[config.mk]
export PLATFORM = sky130hd
export DESIGN_NAME = modbus_rtu_single_register_read_unit
export DESIGN_NICKNAME = d
export VERILOG_FILES = /design/src/rtl/mbrr_pkg.sv /design/src/rtl/mbrr_emit.sv /design/src/rtl/modbus_rtu_single_register_read_unit.sv
export SDC_FILE = /design/constraint.sdc
export NUM_CORES = 1
export LEC_CHECK = 0
export ABC_CLOCK_PERIOD_IN_PS = 6390
export BUFFER_PORTS_ARGS = -buffer_cell sky130_fd_sc_hd__clkbuf_2
export CORE_ASPECT_RATIO = 1.25
export CORE_MARGIN = 5
export CORE_UTILIZATION = 45
export CTS_CLUSTER_DIAMETER = 30
export CTS_CLUSTER_SIZE = 16
export DETAILED_ROUTE_END_ITERATION = 8
export GPL_TIMING_DRIVEN = 0
export SLEW_MARGIN = 20
export SYNTH_ARGS = -nofsm -noshare
export SYNTH_HDL_FRONTEND = slang
export SYNTH_SLANG_ARGS = --single-unit
[constraint.sdc]
create_clock -name clock -period 6.39 [get_ports clock]
set_input_delay 0 -clock clock [delete_from_list [all_inputs] [get_ports clock]]
set_output_delay 0 -clock clock [all_outputs]
set_load 0.005 [all_outputs]
[src/rtl/mbrr_pkg.sv]
// Shared constants, types and the CRC-16 byte step for the Modbus RTU register read unit.
package mbrr_pkg;

   // Stream widths
   localparam int REQ_DATA_W  = 32;
   localparam int REQ_USER_W  = 2;
   localparam int RSP_DATA_W  = 32;
   localparam int RSP_USER_W  = 1;
   localparam int TIMEOUT_W   = 10;

   // Request word opcodes (tuser)
   localparam logic [1:0] OP_START   = 2'd0;
   localparam logic [1:0] OP_RX_BYTE = 2'd1;
   localparam logic [1:0] OP_TICK    = 2'd2;

   // Response kinds (tuser)
   localparam logic KIND_TX     = 1'b0;
   localparam logic KIND_REPORT = 1'b1;

   // Completion status codes
   localparam logic [1:0] ST_OK      = 2'd0;
   localparam logic [1:0] ST_CRC     = 2'd1;
   localparam logic [1:0] ST_HEADER  = 2'd2;
   localparam logic [1:0] ST_TIMEOUT = 2'd3;

   // Protocol constants
   localparam logic [15:0]          CRC_INIT       = 16'hFFFF;
   localparam logic [15:0]          CRC_POLY       = 16'hA001;
   localparam logic [7:0]           FUNC_READ_HOLD = 8'h03;
   localparam logic [7:0]           BYTE_COUNT_ONE = 8'h02;
   localparam logic [7:0]           QUANTITY_ONE   = 8'h01;
   localparam logic [7:0]           QUANTITY_HI    = 8'h00;
   localparam logic [TIMEOUT_W-1:0] TIMEOUT_RESET  = 10'd200;

   // Reply byte positions
   localparam logic [2:0] RX_ADDR   = 3'd0;
   localparam logic [2:0] RX_FUNC   = 3'd1;
   localparam logic [2:0] RX_COUNT  = 3'd2;
   localparam logic [2:0] RX_DATA_H = 3'd3;
   localparam logic [2:0] RX_DATA_L = 3'd4;
   localparam logic [2:0] RX_CRC_L  = 3'd5;
   localparam logic [2:0] RX_CRC_H  = 3'd6;
   localparam logic [2:0] RX_DONE   = 3'd7;

   // Command from reply logic to the response emitter
   typedef struct packed {
      logic        load_frame;
      logic        load_report;
      logic [7:0]  slave_addr;
      logic [15:0] reg_addr;
      logic [1:0]  status;
      logic [15:0] value;
   } mbrr_load_type;

   // One byte through the reflected CRC-16
   function automatic logic [15:0] crc_feed(input logic [15:0] crc, input logic [7:0] b);
      logic [15:0] c;
      c = crc ^ {8'h00, b};
      for (int k = 0; k < 8; k++) begin
         c = c[0] ? ((c >> 1) ^ CRC_POLY) : (c >> 1);
      end
      return c;
   endfunction

endpackage

[src/rtl/mbrr_emit.sv]
// Response emitter: streams the request frame bytes with running CRC, or one report word.
module mbrr_emit (
   input  logic                              clock,
   input  logic                              reset,
   input  mbrr_pkg::mbrr_load_type           load,
   output logic                              free,
   output logic                              rsp_tvalid,
   input  logic                              rsp_tready,
   output logic [mbrr_pkg::RSP_DATA_W-1:0]   rsp_tdata,
   output logic                              rsp_tlast,
   output logic [mbrr_pkg::RSP_USER_W-1:0]   rsp_tuser
);
   import mbrr_pkg::*;

   // Frame byte positions
   localparam logic [2:0] TX_ADDR  = 3'd0;
   localparam logic [2:0] TX_FUNC  = 3'd1;
   localparam logic [2:0] TX_REG_H = 3'd2;
   localparam logic [2:0] TX_REG_L = 3'd3;
   localparam logic [2:0] TX_QTY_H = 3'd4;
   localparam logic [2:0] TX_QTY_L = 3'd5;
   localparam logic [2:0] TX_CRC_L = 3'd6;
   localparam logic [2:0] TX_CRC_H = 3'd7;

   logic        busy_ff, busy_in;
   logic        report_ff, report_in;
   logic [2:0]  idx_ff, idx_in;
   logic [15:0] crc_ff, crc_in;
   logic [7:0]  slave_ff, slave_in;
   logic [15:0] reg_ff, reg_in;
   logic [1:0]  status_ff, status_in;
   logic [15:0] value_ff, value_in;

   logic       fire;
   logic       at_end;
   logic [7:0] tx_byte;

   always_comb begin
      unique case (idx_ff)
         TX_ADDR:  tx_byte = slave_ff;
         TX_FUNC:  tx_byte = FUNC_READ_HOLD;
         TX_REG_H: tx_byte = reg_ff[15:8];
         TX_REG_L: tx_byte = reg_ff[7:0];
         TX_QTY_H: tx_byte = QUANTITY_HI;
         TX_QTY_L: tx_byte = QUANTITY_ONE;
         TX_CRC_L: tx_byte = crc_ff[7:0];
         TX_CRC_H: tx_byte = crc_ff[15:8];
         default:  tx_byte = 8'h00;
      endcase
   end

   assign fire   = busy_ff && rsp_tready;
   assign at_end = report_ff || (idx_ff == TX_CRC_H);
   assign free   = !busy_ff || (fire && at_end);

   assign rsp_tvalid = busy_ff;
   assign rsp_tlast  = !report_ff && (idx_ff == TX_CRC_H);
   assign rsp_tuser  = report_ff ? KIND_REPORT : KIND_TX;
   // tdata: tx_byte [7:0], status [9:8], value [25:10], zero [31:26]
   assign rsp_tdata  = report_ff
      ? {6'd0, value_ff, status_ff, 8'h00}
      : {6'd0, 16'h0000, ST_OK, tx_byte};

   always_comb begin
      busy_in   = busy_ff;
      report_in = report_ff;
      idx_in    = idx_ff;
      crc_in    = crc_ff;
      slave_in  = slave_ff;
      reg_in    = reg_ff;
      status_in = status_ff;
      value_in  = value_ff;

      if (fire) begin
         if (at_end) begin
            busy_in = 1'b0;
         end else begin
            idx_in = idx_ff + 3'd1;
            // CRC covers the six header bytes only
            if (idx_ff <= TX_QTY_L) begin
               crc_in = crc_feed(crc_ff, tx_byte);
            end
         end
      end

      if (load.load_frame) begin
         busy_in   = 1'b1;
         report_in = 1'b0;
         idx_in    = TX_ADDR;
         crc_in    = CRC_INIT;
         slave_in  = load.slave_addr;
         reg_in    = load.reg_addr;
      end else if (load.load_report) begin
         busy_in   = 1'b1;
         report_in = 1'b1;
         idx_in    = TX_ADDR;
         status_in = load.status;
         value_in  = load.value;
      end
   end

   always_ff @(posedge clock) begin
      if (reset) begin
         busy_ff   <= 1'b0;
         report_ff <= 1'b0;
         idx_ff    <= TX_ADDR;
      end else begin
         busy_ff   <= busy_in;
         report_ff <= report_in;
         idx_ff    <= idx_in;
      end
      crc_ff    <= crc_in;
      slave_ff  <= slave_in;
      reg_ff    <= reg_in;
      status_ff <= status_in;
      value_ff  <= value_in;
   end

endmodule

[src/rtl/modbus_rtu_single_register_read_unit.sv]
// Top level of the Modbus RTU single holding-register read unit (function 3 master).
//
//   channel  dir  handshake               payload
//   req_     in   tvalid/tready           tuser = op, tdata = slave/reg/rx byte
//   rsp_     out  tvalid/tready, tlast    tuser = kind, tdata = tx byte/status/value
//   csr_     in   csr_wen                 csr_wdata = reply timeout in ms
//
// A request word is registered in the input register, then processed from there: one
// word per cycle while the response side keeps up. A start request yields eight response
// words, one per cycle from the emitter while rsp_tready is high; the frame CRC is
// accumulated byte by byte as the frame is sent.
// Words that produce no response (most received bytes, ticks) never wait on the emitter.
// Synchronous reset returns the reply tracker to idle and the timeout to 200 ms.
module modbus_rtu_single_register_read_unit (
   input  logic                             clock,
   input  logic                             reset,
   input  logic                             req_tvalid,
   output logic                             req_tready,
   // [7:0] slave_addr, [23:8] reg_addr, [31:24] rx_byte
   input  logic [mbrr_pkg::REQ_DATA_W-1:0]  req_tdata,
   // [1:0] op
   input  logic [mbrr_pkg::REQ_USER_W-1:0]  req_tuser,
   output logic                             rsp_tvalid,
   input  logic                             rsp_tready,
   // [7:0] tx_byte, [9:8] status, [25:10] value, [31:26] zero
   output logic [mbrr_pkg::RSP_DATA_W-1:0]  rsp_tdata,
   output logic                             rsp_tlast,
   // [0] kind
   output logic [mbrr_pkg::RSP_USER_W-1:0]  rsp_tuser,
   input  logic                             csr_wen,
   input  logic [mbrr_pkg::TIMEOUT_W-1:0]   csr_wdata
);
   import mbrr_pkg::*;

   // input register
   logic        in_valid_ff, in_valid_in;
   logic [1:0]  in_op_ff;
   logic [7:0]  in_slave_ff;
   logic [15:0] in_reg_ff;
   logic [7:0]  in_rx_ff;

   // reply tracker
   logic [TIMEOUT_W-1:0] timeout_ff, timeout_in;
   logic [7:0]           expected_ff, expected_in;
   logic                 awaiting_ff, awaiting_in;
   logic [2:0]           rx_cnt_ff, rx_cnt_in;
   logic [15:0]          rx_crc_ff, rx_crc_in;
   logic                 hdr_good_ff, hdr_good_in;
   logic [15:0]          data_ff, data_in;
   logic [7:0]           crc_lo_ff, crc_lo_in;
   logic [TIMEOUT_W-1:0] elapsed_ff, elapsed_in;

   logic                 req_fire;
   logic                 go;
   logic                 emit_free;
   logic                 want_frame, want_report;
   logic [1:0]           rep_status;
   logic [15:0]          rep_value;
   logic [15:0]          rx_crc_next;
   logic [TIMEOUT_W-1:0] elapsed_sat;
   mbrr_load_type        ld;

   assign req_fire    = req_tvalid && req_tready;
   assign rx_crc_next = crc_feed(rx_crc_ff, in_rx_ff);
   assign elapsed_sat = (elapsed_ff == '1) ? elapsed_ff : elapsed_ff + 1'b1;

   // which words produce a response, and what
   always_comb begin
      want_frame  = 1'b0;
      want_report = 1'b0;
      rep_status  = ST_OK;
      rep_value   = 16'h0000;
      case (in_op_ff)
         OP_START: want_frame = 1'b1;
         OP_RX_BYTE: begin
            if (awaiting_ff && (rx_cnt_ff == RX_CRC_H)) begin
               want_report = 1'b1;
               // CRC mismatch wins over a bad header
               if ({in_rx_ff, crc_lo_ff} != rx_crc_ff) begin
                  rep_status = ST_CRC;
               end else if (!hdr_good_ff) begin
                  rep_status = ST_HEADER;
               end else begin
                  rep_value = data_ff;
               end
            end
         end
         OP_TICK: begin
            if (awaiting_ff && (elapsed_sat >= timeout_ff)) begin
               want_report = 1'b1;
               rep_status  = ST_TIMEOUT;
            end
         end
         default: ;
      endcase
   end

   // words without a response never wait on the emitter
   assign go          = in_valid_ff && (!(want_frame || want_report) || emit_free);
   assign req_tready  = !in_valid_ff || go;
   assign in_valid_in = req_fire || (in_valid_ff && !go);

   always_comb begin
      ld.load_frame  = go && want_frame;
      ld.load_report = go && want_report;
      ld.slave_addr  = in_slave_ff;
      ld.reg_addr    = in_reg_ff;
      ld.status      = rep_status;
      ld.value       = rep_value;
   end

   // reply tracker update
   always_comb begin
      timeout_in  = csr_wen ? csr_wdata : timeout_ff;
      expected_in = expected_ff;
      awaiting_in = awaiting_ff;
      rx_cnt_in   = rx_cnt_ff;
      rx_crc_in   = rx_crc_ff;
      hdr_good_in = hdr_good_ff;
      data_in     = data_ff;
      crc_lo_in   = crc_lo_ff;
      elapsed_in  = elapsed_ff;

      if (go) begin
         case (in_op_ff)
            OP_START: begin
               // a new request drops any reply in progress
               expected_in = in_slave_ff;
               awaiting_in = 1'b1;
               rx_cnt_in   = RX_ADDR;
               rx_crc_in   = CRC_INIT;
               hdr_good_in = 1'b1;
               data_in     = 16'h0000;
               crc_lo_in   = 8'h00;
               elapsed_in  = '0;
            end
            OP_RX_BYTE: begin
               if (awaiting_ff) begin
                  if (rx_cnt_ff < RX_CRC_L) begin
                     rx_crc_in = rx_crc_next;
                     rx_cnt_in = rx_cnt_ff + 3'd1;
                     if ((rx_cnt_ff == RX_ADDR) && (in_rx_ff != expected_ff)) begin
                        hdr_good_in = 1'b0;
                     end
                     if ((rx_cnt_ff == RX_FUNC) && (in_rx_ff != FUNC_READ_HOLD)) begin
                        hdr_good_in = 1'b0;
                     end
                     if ((rx_cnt_ff == RX_COUNT) && (in_rx_ff != BYTE_COUNT_ONE)) begin
                        hdr_good_in = 1'b0;
                     end
                     if (rx_cnt_ff == RX_DATA_H) begin
                        data_in = {in_rx_ff, data_ff[7:0]};
                     end
                     if (rx_cnt_ff == RX_DATA_L) begin
                        data_in = {data_ff[15:8], in_rx_ff};
                     end
                  end else if (rx_cnt_ff == RX_CRC_L) begin
                     crc_lo_in = in_rx_ff;
                     rx_cnt_in = RX_CRC_H;
                  end else begin
                     awaiting_in = 1'b0;
                     rx_cnt_in   = RX_DONE;
                  end
               end
            end
            OP_TICK: begin
               if (awaiting_ff) begin
                  elapsed_in = elapsed_sat;
                  if (elapsed_sat >= timeout_ff) begin
                     awaiting_in = 1'b0;
                  end
               end
            end
            default: ;
         endcase
      end
   end

   always_ff @(posedge clock) begin
      if (reset) begin
         in_valid_ff <= 1'b0;
         timeout_ff  <= TIMEOUT_RESET;
         expected_ff <= 8'h00;
         awaiting_ff <= 1'b0;
         rx_cnt_ff   <= RX_ADDR;
         rx_crc_ff   <= CRC_INIT;
         hdr_good_ff <= 1'b1;
         data_ff     <= 16'h0000;
         crc_lo_ff   <= 8'h00;
         elapsed_ff  <= '0;
      end else begin
         in_valid_ff <= in_valid_in;
         timeout_ff  <= timeout_in;
         expected_ff <= expected_in;
         awaiting_ff <= awaiting_in;
         rx_cnt_ff   <= rx_cnt_in;
         rx_crc_ff   <= rx_crc_in;
         hdr_good_ff <= hdr_good_in;
         data_ff     <= data_in;
         crc_lo_ff   <= crc_lo_in;
         elapsed_ff  <= elapsed_in;
      end
      if (req_fire) begin
         in_op_ff    <= req_tuser;
         in_slave_ff <= req_tdata[7:0];
         in_reg_ff   <= req_tdata[23:8];
         in_rx_ff    <= req_tdata[31:24];
      end
   end

   mbrr_emit u_emit (
      .clock      (clock),
      .reset      (reset),
      .load       (ld),
      .free       (emit_free),
      .rsp_tvalid (rsp_tvalid),
      .rsp_tready (rsp_tready),
      .rsp_tdata  (rsp_tdata),
      .rsp_tlast  (rsp_tlast),
      .rsp_tuser  (rsp_tuser)
   );

`ifndef SYNTH
   // while a reply is being gathered the count never sits at the done mark
   a_await_cnt: assert property (@(posedge clock) disable iff (reset)
      awaiting_ff |-> (rx_cnt_ff != RX_DONE))
      else $error("reply tracker awaiting with completed byte count");

   // a held request word keeps its opcode
   a_hold_op: assert property (@(posedge clock) disable iff (reset)
      (in_valid_ff && !go) |=> (in_valid_ff && $stable(in_op_ff)))
      else $error("stalled request word lost or changed");

   // the closing frame byte is a transmit word with clear status and value
   a_last_tx: assert property (@(posedge clock) disable iff (reset)
      (rsp_tvalid && rsp_tlast) |-> ((rsp_tuser == KIND_TX) && (rsp_tdata[25:8] == 18'd0)))
      else $error("frame end marked on a non-transmit word");
`endif

endmodule
Yosys cells after proc, flatten, opt, wreduce, memory -nomap -nowiden --
Index checks and enable logic that the tools add are counted. Widths: inputs -> output; s select.
Storage, ports and cells: bits in registers 171, output and inout port bits 36
Operators by class: order comparisons 3, reduce and logical (&&, ||, !) cells 48, bitwise operators 23, equal/unequal tests 29, mux-type cells 63, $add $sub $neg 3
Operator list (count):
- $mux 16 | 22
- $pmux 16 s2 | 2
- $pmux 8 s8 | 1
- $not 2->3 | 16
- $xor 16x8->16 | 2
- $mux 26 | 1
- $mux 8 | 3
- $eq 3x3->1 const B | 7
- $mux 10 | 2
- $pmux 10 s2 | 1
- $mux 1 | 19
- $ne 16x16->1 | 1
- $ne 2x2->1 const B | 8
- $ne 8x2->1 const B | 2
- $pmux 8 s2 | 1
- $reduce_and 5->1 | 3
- $logic_and 1x1->1 | 13
- $eq 3x2->1 const B | 4
- $add 10x1->10 const B | 1
- $eq 10x10->1 const B | 1
- $ge 10x10->1 | 1
- $reduce_and 2->1 | 5
- $reduce_and 3->1 | 3
- $reduce_bool 3->1 | 3
- 25 further kinds | 47

Longest topological paths before layout --
depth in word-level cells 20, mapped depth 19, mapped depth without buffers 17

Modules after synthesis --
Synthesis repeated with hierarchy kept, for this count alone.
Second synthesis, totals: cells, all modules 806, area, all modules 8425.6 um^2
Modules (own cells, without submodules):
- modbus_rtu_single_register_read_unit | times used 1, area each 5452.7 um^2, cells an instance 556
- mbrr_emit | times used 1, area each 2972.9 um^2, cells an instance 250

Worst setup path after synthesis --
No wires, ideal clock.
path kind flip-flop to flip-flop, start reg elapsed_ff[0], end reg in_op_ff[0] (enable), setup time 0.429 ns, period minus slack after synthesis 4.869 ns, data arrival time 4.440 ns, stages on the path, launching flop included 17, buffers on the path 0, slack 1.521 ns, path through dfxtp_1 -> ha_1 -> and2_0 -> nand4_1 -> nand2_1 -> nor2_1 -> xnor2_1 -> ha_1 -> a21oi_1 -> o21ai_0 -> a21o_1 -> a21oi_1 -> o32ai_1 -> o21a_1 -> o21ai_0 -> nor2_1 -> nor2b_1
On the way: cells in the longest elaborated chain, start to end 12, elaborated cells on any way between the ends 13
Ends and longest elaborated chain:
- start, declared | line modbus_rtu_single_register_read_unit.sv:51 | logic [TIMEOUT_W-1:0] elapsed_ff, elapsed_in;
- start signal, assigned | line modbus_rtu_single_register_read_unit.sv:201 | elapsed_ff <= elapsed_in;
- $add 10x1->10 or $eq 10x10->1 (tied branches) | line modbus_rtu_single_register_read_unit.sv:65 | assign elapsed_sat = (elapsed_ff == '1) ? elapsed_ff : elapsed_ff + 1'b1;
- $mux 10 (*) | line modbus_rtu_single_register_read_unit.sv:65
- $ge 10x10->1 (*) | line modbus_rtu_single_register_read_unit.sv:89 | if (awaiting_ff && (elapsed_sat >= timeout_ff)) begin
- $logic_and 1x1->1 (*) | line modbus_rtu_single_register_read_unit.sv:89
- $mux 1 (*) | line modbus_rtu_single_register_read_unit.sv:89
- $pmux 1 s2 (*) | line modbus_rtu_single_register_read_unit.sv:73 | case (in_op_ff)
- $logic_or 1x1->1 (*) | line modbus_rtu_single_register_read_unit.sv:99 | assign go = in_valid_ff && (!(want_frame || want_report) || emit_free);
- $logic_not 1->1 (*) | line modbus_rtu_single_register_read_unit.sv:99
- $logic_or 1x1->1 (*) | line modbus_rtu_single_register_read_unit.sv:99
- $logic_and 1x1->1 (*) | line modbus_rtu_single_register_read_unit.sv:99
- $logic_or 1x1->1 (*) | line modbus_rtu_single_register_read_unit.sv:100 | assign req_tready = !in_valid_ff || go;
- $logic_and 1x1->1 (*) | line modbus_rtu_single_register_read_unit.sv:63 | assign req_fire = req_tvalid && req_tready;
- net req_fire | line modbus_rtu_single_register_read_unit.sv:53 | logic req_fire;
- end signal, assigned | line modbus_rtu_single_register_read_unit.sv:204 | in_op_ff <= req_tuser;
- end, declared | line modbus_rtu_single_register_read_unit.sv:37 | logic [1:0] in_op_ff;
Mark *: on every way through the listed nets, which the timed path passes. The rest lies on a longest branch. A chain may end at the register's enable or synchronous reset.

Worst setup path after layout --
start reg elapsed_ff[0], end reg in_reg_ff[8] (enable)
On the way: cells in the longest elaborated chain, start to end 12, elaborated cells on any way between the ends 13
Ends and longest elaborated chain:
- $add 10x1->10 or $eq 10x10->1 (tied branches) | line modbus_rtu_single_register_read_unit.sv:65
- $mux 10 (*) | line modbus_rtu_single_register_read_unit.sv:65
- $ge 10x10->1 (*) | line modbus_rtu_single_register_read_unit.sv:89
- $logic_and 1x1->1 (*) | line modbus_rtu_single_register_read_unit.sv:89
- $mux 1 (*) | line modbus_rtu_single_register_read_unit.sv:89
- $pmux 1 s2 (*) | line modbus_rtu_single_register_read_unit.sv:73
- $logic_or 1x1->1 (*) | line modbus_rtu_single_register_read_unit.sv:99
- $logic_not 1->1 (*) | line modbus_rtu_single_register_read_unit.sv:99
- $logic_or 1x1->1 (*) | line modbus_rtu_single_register_read_unit.sv:99
- $logic_and 1x1->1 (*) | line modbus_rtu_single_register_read_unit.sv:99
- $logic_or 1x1->1 (*) | line modbus_rtu_single_register_read_unit.sv:100
- $logic_and 1x1->1 (*) | line modbus_rtu_single_register_read_unit.sv:63
- net req_fire | line modbus_rtu_single_register_read_unit.sv:53
- end signal, assigned | line modbus_rtu_single_register_read_unit.sv:206 | in_reg_ff <= req_tdata[23:8];
- end, declared | line modbus_rtu_single_register_read_unit.sv:39 | logic [15:0] in_reg_ff;
Marks and branches as above.

==> reports/qor.yml <==
setup_viol: 0
grt-ovfl-total: 0
cts.sink_count: 171
cp-end-kind: "flop"
ant_nets: 0
grt_usage_pct: 20.2
timing.rr.end: "in_reg_ff[8]"
final.fill_count: 1615
rsz0062_at_grt: "false"
seq_power_share_pct: 46.5
clock-root-buffer: "clkbuf_16"
crit_required_ps: 6520
power_switching_mw: 0.717
hold_viol_final: 0
ctsResizeCount: 0
numCtsBuffers: 17
drt_iter0_drc: 462
slew_headroom_pct: 43.2
startpoint_type: "flop"
numPortBuffers: 78
maxCapViolCount: 0
cts_tree: "built"
drt-wirelength-per-cell_um: 16.8
grt_max_degree: 26
yosysMostFrequentCell: "nand2_1"
reg2reg_from: "elapsed_ff[0]"
layout-drive-gt1-share_pct: 15.8
ff_latch_area_um2: 4180
grt_first_pass_wirelength_um: 32800
synth_cell_types: 57
synthArstFlopShare_pct: 0
ff2ff_path_depth: 17
dieArea_um2: 20800
hold_path_depth: 4
dp_cells: 1126
yosys-top-cells-area: "edfxtp_1, dfxtp_1, xnor2_1"
multi_input_area_um2: 3600
period_minus_slack_ps: 4400
status: "complete, no violations"
hp-start: "reset"
slew_violations: 0
clk_pin_slew_ps: 70
syn_inst: 817
initial_core_util_pct: 46.1
viasPerCell: 5.20
netlist.top_cell.by_area: "edfxtp_1"
max_freq_mhz: 227
synth_top_area_share_pct: 28.2
critical_path_class: "flop to flop"
areaGrowthSynthToFinish_pct: 22.6
setup_tns_ps: 0
dr.pass1.iters: 6
rows: 54
yosys_warnings: 0
power_density_nw_per_um2: 272
clockBufferDepth: 2
synth_seq_area_share_pct: 51.7
die_h_um: 160
startpoint: "elapsed_ff[0]"
finalCritPeriodShare_pct: 68.9
dieWidth_um: 130
switching_share_pct: 26.6
worst-r2r-setup-slack_ps: 1990
path_max_fanout: 25
core_region_area_um2: 17600
cts_setup_buffers: 0
antennaDiodeCount: 0
p_leak_nw: 3.73
clock_power_share_pct: 38.7
antenna_found_initial: 0
grt_pass1_vias: 6297
gp_congestion: 0.861
synth_edf_count: 76
syn_area_um2: 8090
dp_hpwl_um: 14500
cp.arrival_ps: 4530
num_vias: 6278
combPwrFrac_pct: 14.8
p_int_mw: 1.98
synth_common_cells: "nand2_1, dfxtp_1, edfxtp_1"
vdd_drop_max_mv: 0.204
synth-seq-cells: 171
fin_nets: 1044
hp-class: "input port to flop"
drc_errors: 0
stdcell_count: 1207
routed_wl_um: 20300
syn_avg_cell_area_um2: 9.91
ios: 85
clk_latency_ps: 430
worst_pin_slew_ps: 851
htreeDepth: 4
worstHoldEndpoint: "u_emit.idx_ff[0]"
synth-main-ff-cell: "dfxtp_1"
finClkSkew_ps: 10.6
## final cells by class
class | count | area share [%]
Buffer | 48 | 2.26
Clock buffer | 18 | 4.33
Clock inverter | 14 | 1.63
Inverter | 31 | 1.17
Multi-Input combinational cell | 572 | 36.3
Sequential cell | 171 | 42.2
Tap cell | 224 | 2.82
Timing Repair Buffer | 129 | 9.36
## cells in the final DEF (no fill, tap or decap), drive strengths merged, types with 3 or more instances in the layout
master / Yosys / routed
a211oi: 3 / 3
a21o: 4 / 4
a21oi: 57 / 57
a22oi: 7 / 7
a311o: 4 / 4
a31oi: 9 / 9
a41oi: 5 / 5
and2: 47 / 47
and3: 4 / 4
buf: 16 / 18
clkbuf: 32 / 128
clkinv: 1 / 6
conb: 1 / 6
dfxtp: 95 / 95
dlygate4sd3: 0 / 49
edfxtp: 76 / 76
ha: 25 / 25
inv: 30 / 35
mux2: 4 / 4
mux2i: 7 / 7
nand2: 107 / 107
nand3: 22 / 22
nand4: 11 / 11
nor2: 48 / 48
nor2b: 7 / 7
nor3: 23 / 23
o211ai: 16 / 16
o21a: 5 / 5
o21ai: 36 / 36
or2: 8 / 8
or3: 22 / 22
xnor2: 54 / 54
xor2: 16 / 16
## repair_timing
item                                   in CTS  in global routing
hold buffers                               49                  0
endpoints found under the hold margin      46                  0
setup endpoints to repair                   0                  0
## worst max-delay path by stage
stage                     depth (start not counted)                  to
after floorplan                                  16         in_op_ff[0]
after CTS                                        15  u_emit.value_ff[9]
after detailed placement                         15  u_emit.value_ff[2]
after global placement                           16        in_reg_ff[0]
after global routing                             17        in_reg_ff[8]
final                                            17        in_reg_ff[8]
## logic make-up (layout without fill, tap and decap cells)
kind of cell | Yosys count | count (layout) | share of synthesized area (%)
AO/OA/AOI/OAI | 154 | 154 | 12.1
flip-flops | 171 | 171 | 51.7
XOR/XNOR | 71 | 71 | 8.36
other | 1 | 6 | 0.0463
buffers and inverters | 79 | 240 | 4.19
AND/OR/NAND/NOR | 305 | 305 | 18.3
adder cells (fa/ha/maj) | 25 | 25 | 3.87
multiplexers | 11 | 11 | 1.42
## worst max-delay path, cell delays in order, from the launching register on
cell and delay [ps]:
dfxtp_1 410, ha_1 210, and2_0 290, nand4_1 260
nand2_1 280, nor2_1 100, xor2_1 170, ha_1 310
a21oi_1 150, o21ai_0 130, a21o_1 200, a21oi_1 140
o32ai_1 210, o21a_1 250, o21ai_0 200, nor2_1 160
nor2b_4 350, buf_12 240
## through the flow
step / total power, mW / area [µm²] / hold WS, ps / utilization [%] / setup slack [ps]
floorplan: 1.54 / 8110 / 98.9 / - / 1520
global route: 2.79 / 9920 / 51.5 / 56.5 / 1550
CTS: 2.71 / 9920 / 8.98 / 56.5 / 1940
detailed placement: 1.64 / 8840 / 179 / 50.3 / 2000
global placement: 1.64 / 8780 / 178 / 50.0 / 36.5
finish: 2.69 / 9920 / 24.7 / 56.5 / 1990
## state kept, by name (all words and copies together) (netlist names), 10 cells and up
name,count
elapsed_ff,10
timeout_ff,10
u_emit.value_ff,16
in_reg_ff,16
u_emit.reg_ff,16
data_ff,16
u_emit.crc_ff,16
rx_crc_ff,16
## routing by layer
layer | wire length, µm | track usage, % | up-vias
met5 | 0 | 0 | -
met4 | 541 | 7.99 | 0
met3 | 896 | 4.08 | 39
met2 | 10500 | 35.1 | 182
met1 | 8400 | 24.3 | 2920
li1 | - | - | 3137
## power by group through the flow
stage | registers (mW) | logic [mW] | clock network [mW]
4_1_cts | 1.25 | 0.395 | 1.06
6_report | 1.25 | 0.398 | 1.04
3_3_place_gp | 1.28 | 0.362 | 0
3_5_place_dp | 1.27 | 0.367 | 0
5_1_grt | 1.26 | 0.433 | 1.10
2_1_floorplan | 1.26 | 0.284 | 0
Note: power is estimated with default switching activity, not from simulation.
